$ cat config.mk
export PLATFORM = sky130hd
export DESIGN_NAME = seven_bit_escape_decoder_checksum_unit
export DESIGN_NICKNAME = d
export VERILOG_FILES = /design/src/hw/rtl/sbed_pkg.sv /design/src/hw/rtl/sbed_fifo.sv /design/src/hw/rtl/sbed_front.sv /design/src/hw/rtl/sbed_back.sv /design/src/hw/rtl/seven_bit_escape_decoder_checksum_unit.sv
export SDC_FILE = /design/constraint.sdc
export NUM_CORES = 1
export LEC_CHECK = 0
export ABC_AREA = 1
export ABC_CLOCK_PERIOD_IN_PS = 11100
export BUFFER_PORTS_ARGS = -buffer_cell sky130_fd_sc_hd__buf_2
export CAP_MARGIN = 20
export CORE_UTILIZATION = 50
export DETAILED_ROUTE_END_ITERATION = 7
export PLACE_DENSITY = 0.73
export SLEW_MARGIN = 25
export SYNTH_ARGS = -nofsm -noshare
export SYNTH_HDL_FRONTEND = slang
export SYNTH_HIERARCHICAL = 1
export SYNTH_SLANG_ARGS = --single-unit
$ cat constraint.sdc
create_clock -name clk_i -period 11.1 [get_ports clk_i]
set_clock_uncertainty 0.1 [all_clocks]
set_input_delay 2.22 -clock clk_i [delete_from_list [all_inputs] [get_ports clk_i]]
set_output_delay 2.22 -clock clk_i [all_outputs]
set_load 0.01 [all_outputs]
$ cat src/hw/rtl/sbed_pkg.sv
package sbed_pkg;

  localparam int unsigned CfgW = 13;

  localparam logic [1:0] KIND_DATA     = 2'd0;
  localparam logic [1:0] KIND_GOOD     = 2'd1;
  localparam logic [1:0] KIND_MISMATCH = 2'd2;
  localparam logic [1:0] KIND_CORRUPT  = 2'd3;

  localparam logic [1:0] MODE_DATA    = 2'd0;
  localparam logic [1:0] MODE_TRAILER = 2'd1;
  localparam logic [1:0] MODE_DEAD    = 2'd2;

  localparam logic [2:0] ESC_NONE    = 3'd0;
  localparam logic [2:0] ESC_MINUS40 = 3'd1;
  localparam logic [2:0] ESC_PLUS40A = 3'd2;
  localparam logic [2:0] ESC_PLUS40B = 3'd3;
  localparam logic [2:0] ESC_PLUS80  = 3'd4;
  localparam logic [2:0] ESC_PLUSC0  = 3'd5;

  localparam logic [2:0] TRAILER_DIGITS = 3'd4;
  localparam logic [15:0] SUM_INIT = 16'hffff;

  // classified line beat, front to back
  typedef struct packed {
    logic       start;
    logic [7:0] raw;
    logic       is_prefix;
    logic [2:0] pfx_code;
    logic       is_7e;
    logic       is_ctrl;
    logic       hex_ok;
    logic [3:0] hex_val;
    logic       is_cr;
  } beat_t;

endpackage

$ cat src/hw/rtl/sbed_fifo.sv
module sbed_fifo #(
  parameter int unsigned Width = 8
) (
  input  logic             clk_i,
  input  logic             rst_ni,
  input  logic             push_i,
  input  logic [Width-1:0] wdata_i,
  input  logic             pop_i,
  output logic [Width-1:0] rdata_o,
  output logic             empty_o,
  output logic             full_o
);

  logic [Width-1:0] mem_q [2];
  logic             wr_ptr_q, wr_ptr_d;
  logic             rd_ptr_q, rd_ptr_d;
  logic [1:0]       cnt_q, cnt_d;

  assign empty_o = (cnt_q == 2'd0);
  assign full_o  = (cnt_q == 2'd2);
  assign rdata_o = mem_q[rd_ptr_q];

  always_comb begin
    wr_ptr_d = wr_ptr_q;
    rd_ptr_d = rd_ptr_q;
    cnt_d    = cnt_q;
    if (push_i) begin
      wr_ptr_d = ~wr_ptr_q;
    end
    if (pop_i) begin
      rd_ptr_d = ~rd_ptr_q;
    end
    if (push_i && !pop_i) begin
      cnt_d = cnt_q + 2'd1;
    end else if (pop_i && !push_i) begin
      cnt_d = cnt_q - 2'd1;
    end
  end

  always_ff @(posedge clk_i or negedge rst_ni) begin
    if (!rst_ni) begin
      wr_ptr_q <= 1'b0;
      rd_ptr_q <= 1'b0;
      cnt_q    <= 2'd0;
    end else begin
      wr_ptr_q <= wr_ptr_d;
      rd_ptr_q <= rd_ptr_d;
      cnt_q    <= cnt_d;
    end
  end

  always_ff @(posedge clk_i) begin
    if (push_i) begin
      mem_q[wr_ptr_q] <= wdata_i;
    end
  end

endmodule

$ cat src/hw/rtl/sbed_front.sv
module sbed_front
  import sbed_pkg::*;
(
  input  logic       in_valid_i,
  output logic       in_stall_o,
  input  logic [7:0] rx_byte_i,
  input  logic       start_file_i,
  input  logic       q_full_i,
  output logic       push_o,
  output beat_t      beat_o
);

  logic [6:0] b;
  logic       is_digit, is_lower, is_upper;

  assign b        = rx_byte_i[6:0];
  assign is_digit = (rx_byte_i >= 8'h30) && (rx_byte_i <= 8'h39);
  assign is_lower = (rx_byte_i >= 8'h61) && (rx_byte_i <= 8'h66);
  assign is_upper = (rx_byte_i >= 8'h41) && (rx_byte_i <= 8'h46);

  assign in_stall_o = q_full_i;
  assign push_o     = in_valid_i && !q_full_i;

  always_comb begin
    beat_o.start     = start_file_i;
    beat_o.raw       = rx_byte_i;
    beat_o.is_prefix = (b >= 7'h7a);
    beat_o.pfx_code  = b[2:0] - 3'd1;
    beat_o.is_7e     = (b == 7'h7e);
    beat_o.is_ctrl   = (b < 7'h20);
    beat_o.hex_ok    = is_digit || is_lower || is_upper;
    beat_o.hex_val   = is_digit ? rx_byte_i[3:0] : (rx_byte_i[3:0] + 4'd9);
    beat_o.is_cr     = (rx_byte_i == 8'h0d);
  end

endmodule

$ cat src/hw/rtl/sbed_back.sv
module sbed_back
  import sbed_pkg::*;
#(
  parameter int unsigned MaxPacket = 4096
) (
  input  logic            clk_i,
  input  logic            rst_ni,
  input  logic            cfg_we_i,
  input  logic [CfgW-1:0] cfg_data_i,
  input  logic            q_empty_i,
  input  beat_t           beat_i,
  output logic            pop_o,
  output logic            out_valid_o,
  input  logic            out_stall_i,
  output logic [1:0]      kind_o,
  output logic [7:0]      data_byte_o,
  output logic            last_in_packet_o
);

  localparam int unsigned CntW = $clog2(MaxPacket + 1);
  localparam int unsigned CmpW = (CntW > CfgW) ? CntW : CfgW;
  localparam int unsigned RstLimit = (MaxPacket < 256) ? MaxPacket : 256;

  logic [CntW-1:0] limit_q, limit_d;
  logic [CmpW-1:0] cfg_ext;
  logic [15:0]     sum_q, sum_d;
  logic [2:0]      esc_q, esc_d;
  logic [1:0]      mode_q, mode_d;
  logic [2:0]      tcnt_q, tcnt_d;
  logic [15:0]     tval_q, tval_d;
  logic [CntW-1:0] pcnt_q, pcnt_d;
  logic [CntW-1:0] pcnt_inc;
  logic [7:0]      c;
  logic            res_valid;
  logic [1:0]      res_kind;
  logic [7:0]      res_data;
  logic            res_last;
  logic            out_valid_q, out_valid_d;
  logic [1:0]      kind_q;
  logic [7:0]      data_q;
  logic            last_q;

  // clamp packet size once, at the write
  assign cfg_ext = CmpW'(cfg_data_i);
  always_comb begin
    limit_d = limit_q;
    if (cfg_we_i) begin
      if (cfg_ext == '0) begin
        limit_d = CntW'(1);
      end else if (cfg_ext > CmpW'(MaxPacket)) begin
        limit_d = CntW'(MaxPacket);
      end else begin
        limit_d = CntW'(cfg_ext);
      end
    end
  end

  assign pop_o = !q_empty_i && (!out_valid_q || !out_stall_i);

  always_comb begin
    sum_d     = sum_q;
    esc_d     = esc_q;
    mode_d    = mode_q;
    tcnt_d    = tcnt_q;
    tval_d    = tval_q;
    pcnt_d    = pcnt_q;
    pcnt_inc  = '0;
    c         = {1'b0, beat_i.raw[6:0]};
    res_valid = 1'b0;
    res_kind  = KIND_DATA;
    res_data  = 8'h00;
    res_last  = 1'b0;
    if (pop_o) begin
      if (beat_i.start) begin
        sum_d  = SUM_INIT;
        esc_d  = ESC_NONE;
        mode_d = MODE_DATA;
        tcnt_d = 3'd0;
        tval_d = 16'h0000;
        pcnt_d = '0;
      end
      case (mode_d)
        MODE_TRAILER: begin
          if (tcnt_d < TRAILER_DIGITS) begin
            if (!beat_i.hex_ok) begin
              res_valid = 1'b1;
              res_kind  = KIND_CORRUPT;
            end else begin
              tval_d = {tval_d[11:0], beat_i.hex_val};
              tcnt_d = tcnt_d + 3'd1;
            end
          end else begin
            res_valid = 1'b1;
            if (!beat_i.is_cr) begin
              res_kind = KIND_CORRUPT;
            end else if (tval_d == sum_d) begin
              res_kind = KIND_GOOD;
            end else begin
              res_kind = KIND_MISMATCH;
            end
          end
        end
        MODE_DATA: begin
          if (beat_i.is_prefix) begin
            if (esc_d != ESC_NONE) begin
              if (esc_d != ESC_PLUSC0 || !beat_i.is_7e) begin
                res_valid = 1'b1;
                res_kind  = KIND_CORRUPT;
              end else begin
                esc_d  = ESC_NONE;
                mode_d = MODE_TRAILER;
                tcnt_d = 3'd0;
                tval_d = 16'h0000;
              end
            end else begin
              esc_d = beat_i.pfx_code;
            end
          end else if (beat_i.is_ctrl) begin
            res_valid = 1'b1;
            res_kind  = KIND_CORRUPT;
          end else begin
            case (esc_d)
              ESC_MINUS40: c = {1'b0, beat_i.raw[6:0]} - 8'h40;
              ESC_PLUS40A,
              ESC_PLUS40B: c = {1'b0, beat_i.raw[6:0]} + 8'h40;
              ESC_PLUS80:  c = {1'b0, beat_i.raw[6:0]} + 8'h80;
              ESC_PLUSC0:  c = {1'b0, beat_i.raw[6:0]} + 8'hc0;
              default:     c = {1'b0, beat_i.raw[6:0]};
            endcase
            esc_d    = ESC_NONE;
            sum_d    = {sum_d[14:0], sum_d[15]} + {8'h00, c};
            pcnt_inc = pcnt_d + CntW'(1);
            res_valid = 1'b1;
            res_data  = c;
            if (pcnt_inc >= limit_q) begin
              res_last = 1'b1;
              pcnt_d   = '0;
            end else begin
              pcnt_d = pcnt_inc;
            end
          end
        end
        default: begin
        end
      endcase
      if (res_valid && res_kind != KIND_DATA) begin
        mode_d = MODE_DEAD;
        esc_d  = ESC_NONE;
      end
    end
  end

  assign out_valid_d = pop_o ? res_valid : (out_valid_q && out_stall_i);

  always_ff @(posedge clk_i or negedge rst_ni) begin
    if (!rst_ni) begin
      limit_q     <= CntW'(RstLimit);
      sum_q       <= SUM_INIT;
      esc_q       <= ESC_NONE;
      mode_q      <= MODE_DATA;
      tcnt_q      <= 3'd0;
      tval_q      <= 16'h0000;
      pcnt_q      <= '0;
      out_valid_q <= 1'b0;
    end else begin
      limit_q     <= limit_d;
      sum_q       <= sum_d;
      esc_q       <= esc_d;
      mode_q      <= mode_d;
      tcnt_q      <= tcnt_d;
      tval_q      <= tval_d;
      pcnt_q      <= pcnt_d;
      out_valid_q <= out_valid_d;
    end
  end

  always_ff @(posedge clk_i) begin
    if (pop_o && res_valid) begin
      kind_q <= res_kind;
      data_q <= res_data;
      last_q <= res_last;
    end
  end

  assign out_valid_o      = out_valid_q;
  assign kind_o           = kind_q;
  assign data_byte_o      = data_q;
  assign last_in_packet_o = last_q;

endmodule

$ cat src/hw/rtl/seven_bit_escape_decoder_checksum_unit.sv
// Seven-bit escape decoder with 16-bit rotate-and-add file checksum.
//
// Input channel: in_valid_i / in_stall_o carry rx_byte_i and start_file_i.
// A classifier feeds a two-entry queue; in_stall_o is high only when that
// queue is full. Output channel: out_valid_o / out_stall_i carry kind_o,
// data_byte_o and last_in_packet_o from a single output register.
// Config channel: cfg_valid_i / cfg_ready_o write cfg_packet_size_i;
// cfg_ready_o is always high.
//
// An accepted beat is written into the queue; the back end decodes it from the
// queue head and registers its result (if any) in the output register.
// Throughput: one beat per cycle while out_stall_i is low. A stalled output
// holds its result and stops the back end; the queue then fills and in_stall_o rises.
//
// Reset clears the queue, the output valid flag and all decode state; the
// checksum starts at 0xffff and the packet size at 256 (or MAX_PACKET if
// smaller). After an end or error result beats are dropped until a beat
// with start_file_i set.
module seven_bit_escape_decoder_checksum_unit
  import sbed_pkg::*;
#(
  parameter int unsigned MAX_PACKET = 4096
) (
  input  logic            clk_i,
  input  logic            rst_ni,
  input  logic            in_valid_i,
  output logic            in_stall_o,
  input  logic [7:0]      rx_byte_i,
  input  logic            start_file_i,
  output logic            out_valid_o,
  input  logic            out_stall_i,
  output logic [1:0]      kind_o,
  output logic [7:0]      data_byte_o,
  output logic            last_in_packet_o,
  input  logic            cfg_valid_i,
  output logic            cfg_ready_o,
  input  logic [CfgW-1:0] cfg_packet_size_i
);

  beat_t push_beat, head_beat;
  logic  push, pop, q_empty, q_full;

  assign cfg_ready_o = 1'b1;

  sbed_front u_front (
    .in_valid_i   (in_valid_i),
    .in_stall_o   (in_stall_o),
    .rx_byte_i    (rx_byte_i),
    .start_file_i (start_file_i),
    .q_full_i     (q_full),
    .push_o       (push),
    .beat_o       (push_beat)
  );

  sbed_fifo #(
    .Width ($bits(beat_t))
  ) u_fifo (
    .clk_i   (clk_i),
    .rst_ni  (rst_ni),
    .push_i  (push),
    .wdata_i (push_beat),
    .pop_i   (pop),
    .rdata_o (head_beat),
    .empty_o (q_empty),
    .full_o  (q_full)
  );

  sbed_back #(
    .MaxPacket (MAX_PACKET)
  ) u_back (
    .clk_i            (clk_i),
    .rst_ni           (rst_ni),
    .cfg_we_i         (cfg_valid_i && cfg_ready_o),
    .cfg_data_i       (cfg_packet_size_i),
    .q_empty_i        (q_empty),
    .beat_i           (head_beat),
    .pop_o            (pop),
    .out_valid_o      (out_valid_o),
    .out_stall_i      (out_stall_i),
    .kind_o           (kind_o),
    .data_byte_o      (data_byte_o),
    .last_in_packet_o (last_in_packet_o)
  );

endmodule

==> metrics.txt <==
Total Routed Length=17.62 mm; max-cap viol count=0; H-Tree Level Count=4; Fin Setup TNS=0 ns; Clock transition at path regs=0.06 ns; Total GRT Usage=23.16%; Slew Viols, Final=0; CP endpoint kind=flip-flop; Power Total=2.640 mW; maximum number of pins on one net before global-route repair=72; synth warn=6; Rel. slew slack=38.67%; Core Area=15200 sq um; number of vias per cell=5.277; initial antenna violation count=0; Hold Crit Class=reg2reg; Syn Std Cell Area=7786 sq um; Reg-to-Reg End=u_back/pcnt_q[10]$_DFFE_PN0P_; WS Path Type=reg2reg; Die W=126.8 um; CTS buffer count=17; Routed Antenna Nets=0; starting density of the core=51.22%; Port Buffer Count=39; routed vias=6459; post-route setup slack=6.597 ns; Root Driver=clkbuf_16; hold path cells=2; Net count, final=1080; Post-Synthesis Net Count=1057; Hold-fix buffers, CTS=0; post_cts resized=0; GRT overflow=0; Ports=41; number of diodes=0; # setup viols final=0; Worst R2R Setup Slack=6.60 ns; Longest Clk Path Bufs=2; Post-DP HPWL=12.22 mm; Fin Hold WS=0.3730 ns; Area growth syn-to-layout=10.20%; clk sink count=122; Clk Latency, worst-skew pair=0.43 ns; CP Launch Type=flip-flop; post-CTS setup buffer count=0; Syn Inst Count=1000; WP data required=11.35 ns; global-route wire length before repair=29.24 mm; WL/cell=14.39 um; unrepaired setup endpoints after global routing=no; hold_sp=u_back/sum_q[14]$_DFFE_PN1P_; Initial DRC Count=389; CTS tree=yes; final hold viol count=0; dpl ws=6.655 ns; R2R cell count=18; Detailed Routing Iterations Pass 1=5; Die Ht=126.8 um; reg2reg start=u_fifo/rd_ptr_q$_DFFE_PN0P_; layout cells sized above 1=16.51%; hold endpoint=u_back/sum_q[14]$_DFFE_PN1P_; FP Rows=45; Post-route DRC=0; crit-path max FO=37; outcome=completed; final period utilization=40.57%; routability cong.=0.8918; Worst Path Arrival=4.75 ns; Max Freq=222.1 MHz; Worst VDD drop=0.0002124 V; Cell Pwr Density=307.6 nW/um^2; die area=16080 sq um; placed instance area=8001 sq um; vias in the first global route=6251; leakage=4.051 nW; design area=8581 sq um; Avg Cell Area, Syn=7.786 sq um; Least-Margin Pin Slew=0.9200 ns; minimum clock period=4.503 ns
==> placed cells by master, fill, tap and decap left out, types with 5 or more instances in the layout <==
| cell type | instances |
|---|---|
| a31oi_1 | 16 |
| a21oi_1 | 71 |
| nor2_1 | 113 |
| inv_1 | 131 |
| dfrtp_1 | 54 |
| inv_6 | 6 |
| nand3_1 | 63 |
| ha_1 | 29 |
| buf_4 | 5 |
| mux2_2 | 20 |
| edfxtp_1 | 51 |
| inv_2 | 10 |
| clkbuf_16 | 17 |
| nor2_4 | 9 |
| dfstp_2 | 17 |
| nor2_2 | 17 |
| o21ai_0 | 40 |
| nand2_2 | 11 |
| xor2_1 | 13 |
| nand4_1 | 12 |
| buf_2 | 38 |
| o21ai_1 | 5 |
| nand2_1 | 244 |
==> layer usage <==
| layer | vias up | GRT usage, % | part of all wire, % |
|---|---|---|---|
| met5 | - | 0 | 0 |
| met4 | 0 | 9.734 | 2.8 |
| met3 | 40 | 5.399 | 4.6 |
| met2 | 175 | 39.62 | 48 |
| met1 | 2971 | 28.10 | 44 |
| li1 | 3273 | - | - |
==> area by class of cell <==
class	count	area, sq um
Clock buffer	17	425.4
Clock inverter	15	153.9
Fill cell	1406	6621
Inverter	142	535.5
Multi-Input combinational cell	697	3674
Sequential cell	122	3329
Tap cell	188	235.2
Timing Repair Buffer	43	227.7
==> report_power, final <==
group / leakage (nW) / total (mW) / switching (mW) / internal [mW]
clock network: 0.289 / 0.541 / 0.224 / 0.317
registers: 1.33 / 0.787 / 0.111 / 0.676
logic: 2.44 / 1.31 / 0.868 / 0.444
==> worst max-delay path, stage by stage (launching register included) <==
cell and delay [ns]:
dfrtp_1 0.90, mux2_2 0.42, buf_4 0.30, inv_4 0.38, nand2_2 0.14, nor3_2 0.29
nand2_2 0.14, nor2_4 0.11, xor2_2 0.17, ha_1 0.27, nand2_1 0.09, inv_1 0.05
nand2_1 0.06, nand2_1 0.05, a21oi_1 0.11, nand3_1 0.17, nor2_2 0.39, nand2_1 0.12
a21oi_1 0.14
==> per-stage QoR <==
step	std cells	util, %
after floorplan	1000	-
after global routing	1224	56.44
after CTS	1224	56.44
final	1224	56.44
after detailed placement	1192	52.63
after global placement	1192	52.63
==> worst max path at each step <==
stage | to | startpoint
after floorplan | u_back/data_byte_o[0]$_SDFFCE_PP0P_ | out_stall_i
after global placement | u_back/pcnt_q[9]$_DFFE_PN0P_ | u_fifo/rd_ptr_q$_DFFE_PN0P_
after detailed placement | u_back/pcnt_q[9]$_DFFE_PN0P_ | u_fifo/rd_ptr_q$_DFFE_PN0P_
after CTS | u_back/pcnt_q[3]$_DFFE_PN0P_ | u_fifo/rd_ptr_q$_DFFE_PN0P_
after global routing | u_back/pcnt_q[9]$_DFFE_PN0P_ | u_fifo/rd_ptr_q$_DFFE_PN0P_
final | u_back/pcnt_q[10]$_DFFE_PN0P_ | u_fifo/rd_ptr_q$_DFFE_PN0P_
==> flip-flops by register name, indices dropped and copies added (netlist names) <==
name and flops:
u_fifo/mem_q 40, u_back/sum_q 16, u_back/tval_q 16, u_back/limit_q 13, u_back/pcnt_q 13, u_back/data_byte_o 8
u_back/esc_q 3, u_back/tcnt_q 3, u_back/kind_o 2, u_back/mode_q 2, u_fifo/cnt_q 2, u_back/last_in_packet_o 1
u_back/out_valid_o 1, u_fifo/rd_ptr_q 1, u_fifo/wr_ptr_q 1
No activity file was read; power rests on OpenSTA's default activity.
